File: config.mk
export PLATFORM = sky130hd
export DESIGN_NAME = sync_pattern_window_search
export DESIGN_NICKNAME = d
export VERILOG_FILES = /design/src/spws_pkg.sv /design/src/spws_cell.sv /design/src/spws_best.sv /design/src/spws_outq.sv /design/src/sync_pattern_window_search.sv
export VERILOG_INCLUDE_DIRS = /design/src /design/src/src
export SDC_FILE = /design/constraint.sdc
export NUM_CORES = 1
export LEC_CHECK = 0
export ABC_AREA = 1
export BUFFER_PORTS_ARGS = -buffer_cell sky130_fd_sc_hd__buf_2
export CORE_MARGIN = 3
export CORE_UTILIZATION = 45
export CTS_BUF_LIST = sky130_fd_sc_hd__clkbuf_4
export CTS_CLUSTER_DIAMETER = 40
export DETAILED_ROUTE_END_ITERATION = 6
export PLACE_DENSITY = 0.6
export RECOVER_POWER = 50
export SYNTH_ARGS = -nofsm -noshare
export SYNTH_HDL_FRONTEND = slang
export SYNTH_HIERARCHICAL = 1
export SYNTH_SLANG_ARGS = --single-unit
File: constraint.sdc
create_clock -name clk -period 8.7 [get_ports clk]
set_input_delay 1.74 -clock clk [delete_from_list [all_inputs] [get_ports clk]]
set_output_delay 1.74 -clock clk [all_outputs]
set_load 0.005 [all_outputs]
File: src/sync_pattern_window_search_assert.svh
// Assertion macros used by the sync pattern window search RTL.
`ifndef SYNC_PATTERN_WINDOW_SEARCH_ASSERT_SVH
`define SYNC_PATTERN_WINDOW_SEARCH_ASSERT_SVH

// Consequent must hold in the cycle after the antecedent.
`define SPWS_ASSERT_NEXT(label, clk, rst_n, ante, cons) \
  label: assert property (@(posedge clk) disable iff (!rst_n) (ante) |=> (cons)) \
    else $error("assertion failed");

// Expression must never be true.
`define SPWS_ASSERT_NEVER(label, clk, rst_n, expr) \
  label: assert property (@(posedge clk) disable iff (!rst_n) !(expr)) \
    else $error("assertion failed");

`endif

File: src/spws_pkg.sv
// Package with constants, types and the sync pattern for the window search.
`default_nettype none
package spws_pkg;

  localparam int unsigned SYNC_LEN     = 32;
  localparam int unsigned MAX_BUF_DEF  = 1024;
  localparam int unsigned CNT_W        = 6;
  localparam int unsigned CONF_W       = 7;
  localparam int unsigned PAY_W        = 11;
  localparam int unsigned QDEPTH       = 4;
  localparam int unsigned QIDX_W       = 2;
  localparam int unsigned QCNT_W       = 3;
  localparam logic [7:0]  CONF_RESET   = 8'd75;
  localparam logic [7:0]  PAT_LO_BASE  = 8'hA0;
  localparam logic [7:0]  PAT_HI_BASE  = 8'h50;
  localparam int unsigned PAT_HALF     = 16;

  // Per-byte control handed from the input stage to the best tracker.
  typedef struct packed {
    logic valid;
    logic eval;
    logic first;
    logic last;
    logic have;
  } spws_ctl_t;

  // One finished result as it sits in the output queue.
  typedef struct packed {
    logic             found;
    logic [PAY_W-1:0] payload;
    logic [CNT_W-1:0] cnt;
  } spws_res_t;

  // Expected sync byte at window slot j: A0..AF then 50..5F.
  function automatic logic [7:0] pattern_at(input int unsigned j);
    logic [7:0] p;
    if (j < PAT_HALF) begin
      p = PAT_LO_BASE + 8'(j);
    end else begin
      p = PAT_HI_BASE + 8'(j - PAT_HALF);
    end
    return p;
  endfunction

endpackage
`default_nettype wire

File: src/spws_cell.sv
// One window slot: holds a byte and whether it matches this slot's sync byte.
`default_nettype none
module spws_cell #(
  parameter logic [7:0] PAT = 8'h00
) (
  input  wire logic       clk,
  input  wire logic       shift_en,
  input  wire logic [7:0] byte_in,
  output logic      [7:0] byte_out,
  output logic            match_out
);

  logic [7:0] byte_r;
  logic       match_r;

  always_ff @(posedge clk) begin
    if (shift_en) begin
      byte_r  <= byte_in;
      match_r <= (byte_in == PAT);
    end
  end

  assign byte_out  = byte_r;
  assign match_out = match_r;

endmodule
`default_nettype wire

File: src/spws_best.sv
// Match counter and earliest-best window tracker, one window per cycle.
`default_nettype none
module spws_best #(
  parameter int unsigned POS_W = 11
) (
  input  wire logic                                clk,
  input  wire logic                                rst_n,
  input  wire logic [spws_pkg::SYNC_LEN-1:0]       match,
  input  wire spws_pkg::spws_ctl_t                 ctl,
  input  wire logic [POS_W-1:0]                    start,
  output logic                                     res_valid,
  output logic                                     res_have,
  output logic      [spws_pkg::CNT_W-1:0]          res_cnt,
  output logic      [POS_W-1:0]                    res_start
);
  import spws_pkg::*;

  logic [CNT_W-1:0] count;
  logic             upd;
  logic [CNT_W-1:0] new_cnt;
  logic [POS_W-1:0] new_start;

  logic [CNT_W-1:0] best_cnt_r, best_cnt_nxt;
  logic [POS_W-1:0] best_start_r, best_start_nxt;
  logic             res_valid_r;
  logic             res_have_r;
  logic [CNT_W-1:0] res_cnt_r;
  logic [POS_W-1:0] res_start_r;

  always_comb begin
    count     = CNT_W'($countones(match));
    upd       = ctl.valid && ctl.eval && (ctl.first || (count > best_cnt_r));
    new_cnt   = upd ? count : best_cnt_r;
    new_start = upd ? start : best_start_r;
    best_cnt_nxt   = best_cnt_r;
    best_start_nxt = best_start_r;
    if (ctl.valid) begin
      // A finished buffer starts the next one from the reset values.
      best_cnt_nxt   = ctl.last ? '0 : new_cnt;
      best_start_nxt = ctl.last ? '0 : new_start;
    end
  end

  always_ff @(posedge clk) begin
    if (!rst_n) begin
      best_cnt_r   <= '0;
      best_start_r <= '0;
      res_valid_r  <= 1'b0;
    end else begin
      best_cnt_r   <= best_cnt_nxt;
      best_start_r <= best_start_nxt;
      res_valid_r  <= ctl.valid && ctl.last;
    end
  end

  always_ff @(posedge clk) begin
    if (ctl.valid && ctl.last) begin
      res_have_r  <= ctl.have;
      res_cnt_r   <= new_cnt;
      res_start_r <= new_start;
    end
  end

  assign res_valid = res_valid_r;
  assign res_have  = res_have_r;
  assign res_cnt   = res_cnt_r;
  assign res_start = res_start_r;

endmodule
`default_nettype wire

File: src/spws_outq.sv
// Small result queue that parts the search pipeline from the output channel.
`default_nettype none
module spws_outq (
  input  wire logic                          clk,
  input  wire logic                          rst_n,
  input  wire logic                          wr_en,
  input  wire spws_pkg::spws_res_t           wr_data,
  input  wire logic                          rd_en,
  output spws_pkg::spws_res_t                rd_data,
  output logic                               not_empty,
  output logic [spws_pkg::QCNT_W-1:0]        fill
);
  import spws_pkg::*;

  spws_res_t         mem_r [QDEPTH];
  logic [QIDX_W-1:0] head_r, head_nxt;
  logic [QIDX_W-1:0] tail_r, tail_nxt;
  logic [QCNT_W-1:0] cnt_r, cnt_nxt;

  always_comb begin
    head_nxt = rd_en ? head_r + 1'b1 : head_r;
    tail_nxt = wr_en ? tail_r + 1'b1 : tail_r;
    cnt_nxt  = cnt_r + QCNT_W'(wr_en) - QCNT_W'(rd_en);
  end

  always_ff @(posedge clk) begin
    if (!rst_n) begin
      head_r <= '0;
      tail_r <= '0;
      cnt_r  <= '0;
    end else begin
      head_r <= head_nxt;
      tail_r <= tail_nxt;
      cnt_r  <= cnt_nxt;
    end
  end

  always_ff @(posedge clk) begin
    if (wr_en) begin
      mem_r[tail_r] <= wr_data;
    end
  end

  assign rd_data   = mem_r[head_r];
  assign not_empty = (cnt_r != '0);
  assign fill      = cnt_r;

endmodule
`default_nettype wire

File: src/sync_pattern_window_search.sv
// Top level of the sync pattern window search: cell chain, tracker and output queue.
//
// The block takes one byte per cycle and slides it through a row of 32 cells, each
// holding one window byte and a registered flag telling whether that byte equals the
// sync byte for its slot (A0..AF for the first sixteen slots, 50..5F for the rest).
// In the cycle after a byte enters, the 32 flags are counted and the earliest window
// with the strictly highest count is kept. A byte marked with in_tlast closes the
// buffer: one request leaves through the control, result and queue registers,
// carrying found in out_tuser and the payload index and best count in out_tdata.
// Found is set when count*100 >= confidence*32; the payload index is the best window
// start plus 32, or 0 when not found. Buffers shorter than 32 bytes report not found
// with count 0. The byte position stops at MAX_BUFFER and later bytes form no
// windows, though a last mark on them still closes the buffer. Throughput is one
// byte per clock with no gaps between buffers. Results wait in a four-entry queue;
// in_tready drops only when that queue plus the results still in flight would fill
// it, so a stalled consumer eventually stalls the input. Write cfg_wr_data only while
// no request is in flight. No clearing pass is needed after reset.
`default_nettype none
module sync_pattern_window_search #(
  parameter int unsigned MAX_BUFFER = spws_pkg::MAX_BUF_DEF
) (
  input  wire logic                          clk,
  input  wire logic                          rst_n,
  // in_tdata: data_byte[7:0]
  input  wire logic                          in_tvalid,
  output logic                               in_tready,
  input  wire logic [7:0]                    in_tdata,
  input  wire logic                          in_tlast,
  // out_tdata: payload_index[10:0], best_match_count[16:11], zero pad[23:17]
  output logic                               out_tvalid,
  input  wire logic                          out_tready,
  output logic      [23:0]                   out_tdata,
  // out_tuser: found[0]
  output logic                               out_tuser,
  input  wire logic                          cfg_wr_en,
  input  wire logic [spws_pkg::CONF_W-1:0]   cfg_wr_data
);
  import spws_pkg::*;

  localparam int unsigned POS_W = $clog2(MAX_BUFFER + 1);

  // Input stage: byte position and per-byte control.
  logic              accept;
  logic              adv;
  logic [POS_W-1:0]  pos_inc;
  logic [POS_W-1:0]  pos_after;
  logic [POS_W-1:0]  pos_r, pos_nxt;
  spws_ctl_t         ctl_r, ctl_nxt;
  logic [POS_W-1:0]  start_r;
  logic [CONF_W-1:0] conf_r;

  // Cell chain.
  logic [7:0]          chain_byte [SYNC_LEN];
  logic [SYNC_LEN-1:0] match;

  // Tracker results.
  logic             res_valid;
  logic             res_have;
  logic [CNT_W-1:0] res_cnt;
  logic [POS_W-1:0] res_start;

  // Result formatting and queue.
  spws_res_t         q_wr_data;
  spws_res_t         q_rd_data;
  logic              q_not_empty;
  logic [QCNT_W-1:0] q_fill;
  logic              q_rd;
  logic [QCNT_W:0]   q_claim;
  logic              res_found;

  assign accept    = in_tvalid && in_tready;
  assign adv       = (pos_r < POS_W'(MAX_BUFFER));
  assign pos_inc   = pos_r + 1'b1;
  assign pos_after = adv ? pos_inc : pos_r;

  always_comb begin
    ctl_nxt.valid = accept;
    ctl_nxt.eval  = adv && (pos_inc >= POS_W'(SYNC_LEN));
    ctl_nxt.first = (pos_inc == POS_W'(SYNC_LEN));
    ctl_nxt.last  = in_tlast;
    ctl_nxt.have  = (pos_after >= POS_W'(SYNC_LEN));
    pos_nxt       = pos_r;
    if (accept) begin
      pos_nxt = in_tlast ? '0 : pos_after;
    end
  end

  always_ff @(posedge clk) begin
    if (!rst_n) begin
      pos_r  <= '0;
      ctl_r  <= '0;
      conf_r <= CONF_W'(CONF_RESET);
    end else begin
      pos_r <= pos_nxt;
      ctl_r <= ctl_nxt;
      if (cfg_wr_en) begin
        conf_r <= cfg_wr_data;
      end
    end
  end

  // Window start travels beside the control; only read when eval is set.
  always_ff @(posedge clk) begin
    if (accept) begin
      start_r <= pos_inc - POS_W'(SYNC_LEN);
    end
  end

  // The newest byte enters the last cell and every cell hands its byte down.
  for (genvar j = 0; j < SYNC_LEN; j++) begin : g_cell
    logic [7:0] feed;
    if (j == SYNC_LEN - 1) begin : g_tail
      assign feed = in_tdata;
    end else begin : g_mid
      assign feed = chain_byte[j+1];
    end
    spws_cell #(
      .PAT(pattern_at(j))
    ) u_cell (
      .clk      (clk),
      .shift_en (accept && adv),
      .byte_in  (feed),
      .byte_out (chain_byte[j]),
      .match_out(match[j])
    );
  end

  spws_best #(
    .POS_W(POS_W)
  ) u_best (
    .clk      (clk),
    .rst_n    (rst_n),
    .match    (match),
    .ctl      (ctl_r),
    .start    (start_r),
    .res_valid(res_valid),
    .res_have (res_have),
    .res_cnt  (res_cnt),
    .res_start(res_start)
  );

  // Threshold test in integer form: count*100 against confidence*32.
  always_comb begin
    res_found = res_have &&
                ((13'(res_cnt) * 13'd100) >= (13'(conf_r) << 5));
    q_wr_data.found   = res_found;
    q_wr_data.payload = res_found ? PAY_W'(res_start + POS_W'(SYNC_LEN)) : '0;
    q_wr_data.cnt     = res_have ? res_cnt : '0;
  end

  assign q_rd = out_tvalid && out_tready;

  spws_outq u_outq (
    .clk      (clk),
    .rst_n    (rst_n),
    .wr_en    (res_valid),
    .wr_data  (q_wr_data),
    .rd_en    (q_rd),
    .rd_data  (q_rd_data),
    .not_empty(q_not_empty),
    .fill     (q_fill)
  );

  // Reserve queue room for every closing byte still in the pipeline.
  assign q_claim   = (QCNT_W+1)'(q_fill) + (QCNT_W+1)'(ctl_r.valid && ctl_r.last)
                     + (QCNT_W+1)'(res_valid);
  assign in_tready = (q_claim < (QCNT_W+1)'(QDEPTH));

  assign out_tvalid = q_not_empty;
  assign out_tuser  = q_rd_data.found;
  assign out_tdata  = {7'd0, q_rd_data.cnt, q_rd_data.payload};

`include "sync_pattern_window_search_assert.svh"

  `SPWS_ASSERT_NEVER(a_pos_bound, clk, rst_n, pos_r > POS_W'(MAX_BUFFER))
  `SPWS_ASSERT_NEXT(a_pos_clear, clk, rst_n, accept && in_tlast, pos_r == '0)
  `SPWS_ASSERT_NEVER(a_q_overflow, clk, rst_n, res_valid && !q_rd && (q_fill == QCNT_W'(QDEPTH)))

endmodule
`default_nettype wire
==> summary.txt <==
Final layout
  – Final Cell Area: roughly 20000 sq um
  – Final Util: 0.515
  – Nets: between 1500 and 2000
  – Sequential cell area: 12400 sq um
  – Multi-input gate area: 4470 sq um
  – Fraction of layout cells with a size suffix above 1: 0.151
  – Layout area overhead: 11.4%
  – Post-route insts no fill: roughly 2200
  – # fillers: about 3500

Detailed routing
  – Initial DRC Count: around 580
  – # DRC: 0
  – Vias per inst: ~4.6
  – Drt total wl: around 30000 um
  – Post-DR wirelength/cell: about 13 um
  – Post-DRT Antenna Nets: 0
  – Via count: 10300
  – Drt first pass iters: 5

Setup path
  – Crit. Startpoint: g_cell[8].u_cell/match_out$_DFFE_PP_
  – Max stage delay cell, worst path: fa_1
  – Top cell by count, worst path: fa_1
  – Slowest Stage Delay on Critical Path: approximately 0.57 ns
  – R2R depth: 27
  – FF-to-FF Start: g_cell[8].u_cell/match_out$_DFFE_PP_
  – Worst Path Arrival: 7.28 ns
  – R2r setup slk: around 1.9 ns
  – CP Launch Type: flip-flop
  – Critical path type: reg2reg
  – CP Capture Point: u_best/res_start[6]$_DFFE_PP_
  – Nature of the critical path endpoint: flip-flop
  – Crit-path max FO: 18
  – CP Data Required Time: 9.23 ns
  – FF-to-FF End: u_best/res_start[6]$_DFFE_PP_

Clocking
  – Clk_lat worst skew: slightly below 0.8 ns
  – Post-CTS Setup Inserts: 0
  – Number of CTS-inserted buffers: around 110
  – Hold-fix buffers at CTS: 0
  – CTS Root Cell: clkbuf_4
  – H-tree Lvls: 3
  – Clk buf depth: 3
  – TritonCTS clock tree: done
  – Reg clk slew, reported paths: roughly 0.060 ns
  – Resize count post-CTS: 0
  – Sink Count: ~430

Global route
  – First-pass GRT wire length: 48800 um
  – Largest net degree at the start of global routing: roughly 180
  – Initial antenna violation count: 1
  – Vias in the first global route: roughly 10000
  – GRT Residual Overflow: 0
  – GRT Total Usage: 0.142

Place
  – RePlAce Congestion: roughly 0.81
  – Input/output buffers: 40
  – Dpl cells: slightly above 2000
  – DP Wirelength: approximately 19000 um
  – Dpl ws: between 1.5 and 2 ns
  – Placed cell area: 18900 sq um

Yosys
  – Area of the mapped netlist: between 15000 and 20000 sq um
  – Yosys warnings: 6
  – Post-Syn Area per Cell: around 12 sq um
  – Mapped Cells: approximately 1500

Timing
  – RSZ-0062 raised after global routing: false
  – Clock period minus final worst setup slack: 6.75 ns
  – Setup violators final: 0
  – Post-route setup TNS: 0 ns
  – Slew margin rel.: 0.206
  – Worst Max-Slew Pin Slew: between 1 and 1.5 ns
  – Post-Route Hold Slack: between 0.4 and 0.5 ns
  – Slew Viols, Final: 0
  – Setup ws final: 1.95 ns
  – Skew final: 0.0600 ns
  – Fin crit share: 0.776
  – F_max: roughly 0.15 GHz
  – Hold Fails Final Rpt: 0

Die
  – Core box area: a little under 40000 sq um
  – Area of the die: about 43000 sq um
  – Ports: 48
  – DIE HEIGHT: just over 200 um
  – Rows: slightly above 70
  – Initial Utilization: 0.463
  – Die width: 207 um

Power
  – Power density cells: between 300 and 400 nW/um^2
  – Worst vdd ir: about 530 uV
  – Total Power: between 7 and 8 mW
  – Flop pwr share: 0.388
  – Clk network pwr share: 0.234
  – P_int: about 4.6 mW
  – Sw Share: 0.376
  – Static Leak: approximately 8.5 nW
  – Comb pwr share: 0.378
  – Psw: 2.74 mW

Worst hold path
  – HP Start: g_cell[24].u_cell/byte_out[2]$_DFFE_PP_
  – HP Class: reg2reg

Run status
  – Run status: finished clean

Job
  – Max-Cap Viols: 0
power groups by stage:
stage | Clock [mW] | Sequential [mW] | Combinational, mW
after floorplan | 0 | 2.85 | 2.24
after global placement | 0 | 2.86 | 2.71
after detailed placement | 0 | 2.88 | 2.80
after CTS | 1.77 | 2.84 | 2.81
after global routing | 1.88 | 2.88 | 3.18
final | 1.71 | 2.83 | 2.76
cell usage in the layout, fill, tap and decap left out, types with 4 or more instances in the layout:
cell / instances
ha_1: 67
nand3_1: 56
nand2_1: 273
o21ai_1: 20
nor2_1: 120
o211ai_1: 20
dfxtp_1: 49
xnor2_1: 6
and2_1: 17
clkbuf_4: 166
conb_1: 7
clkbuf_1: 6
o21ai_0: 17
fa_1: 25
nand3b_1: 4
xor2_1: 11
nor2_2: 33
a21oi_1: 61
nand4_1: 4
clkinv_1: 12
edfxtp_1: 381
buf_2: 34
inv_1: 275
routing by layer:
layer	share of wire	global-route usage	routed length, um	up-vias
met5	0	0	0	-
met4	0.020	0.0554	582	0
met3	0.052	0.0412	1530	51
met2	0.48	0.231	14200	176
met1	0.44	0.183	13100	4803
li1	-	-	-	5239
critical path, delay by kind of cell, from the launching register on:
kind | cells | cell delay, ns
compound gates | 1 | 0.17
xor+xnor | 1 | 0.18
fa+ha+maj | 10 | 4.20
buf+inv | 4 | 0.20
flops | 1 | 0.33
simple gates | 11 | 1.46
flip-flops by register name, indices dropped and copies added (netlist names), 6 cells and up, named ones only:
signal,flops
u_best/best_start_r,11
u_best/res_cnt,6
conf_r,7
g_cell.u_cell/match_out,32
g_cell.u_cell/byte_out,248
start_r,11
u_best/best_cnt_r,6
u_outq/mem_r,72
u_best/res_start,11
pos_r,11
how the worst min path moves through the flow:
stage | slack [ns] | depth (start not counted) | to
2_1_floorplan | 0.39 | 0 | u_best/res_have$_DFFE_PP_
3_3_place_gp | 0.43 | 0 | g_cell[8].u_cell/byte_out[3]$_DFFE_PP_
3_5_place_dp | 0.43 | 0 | g_cell[29].u_cell/byte_out[6]$_DFFE_PP_
4_1_cts | 0.42 | 0 | g_cell[23].u_cell/byte_out[2]$_DFFE_PP_
5_1_grt | 0.43 | 0 | g_cell[23].u_cell/byte_out[2]$_DFFE_PP_
6_report | 0.43 | 0 | g_cell[23].u_cell/byte_out[2]$_DFFE_PP_
cell type report:
cell class              instances  area share
diodes                          1    0.000124
clock buffers                 166      0.0616
clock inverters                15     0.00723
inverters                     283      0.0528
multi-input cells             766       0.221
flip-flops and latches        431       0.615
well taps                     518      0.0320
repair buffers                 42      0.0109
No activity file was read; power rests on OpenSTA's default activity.
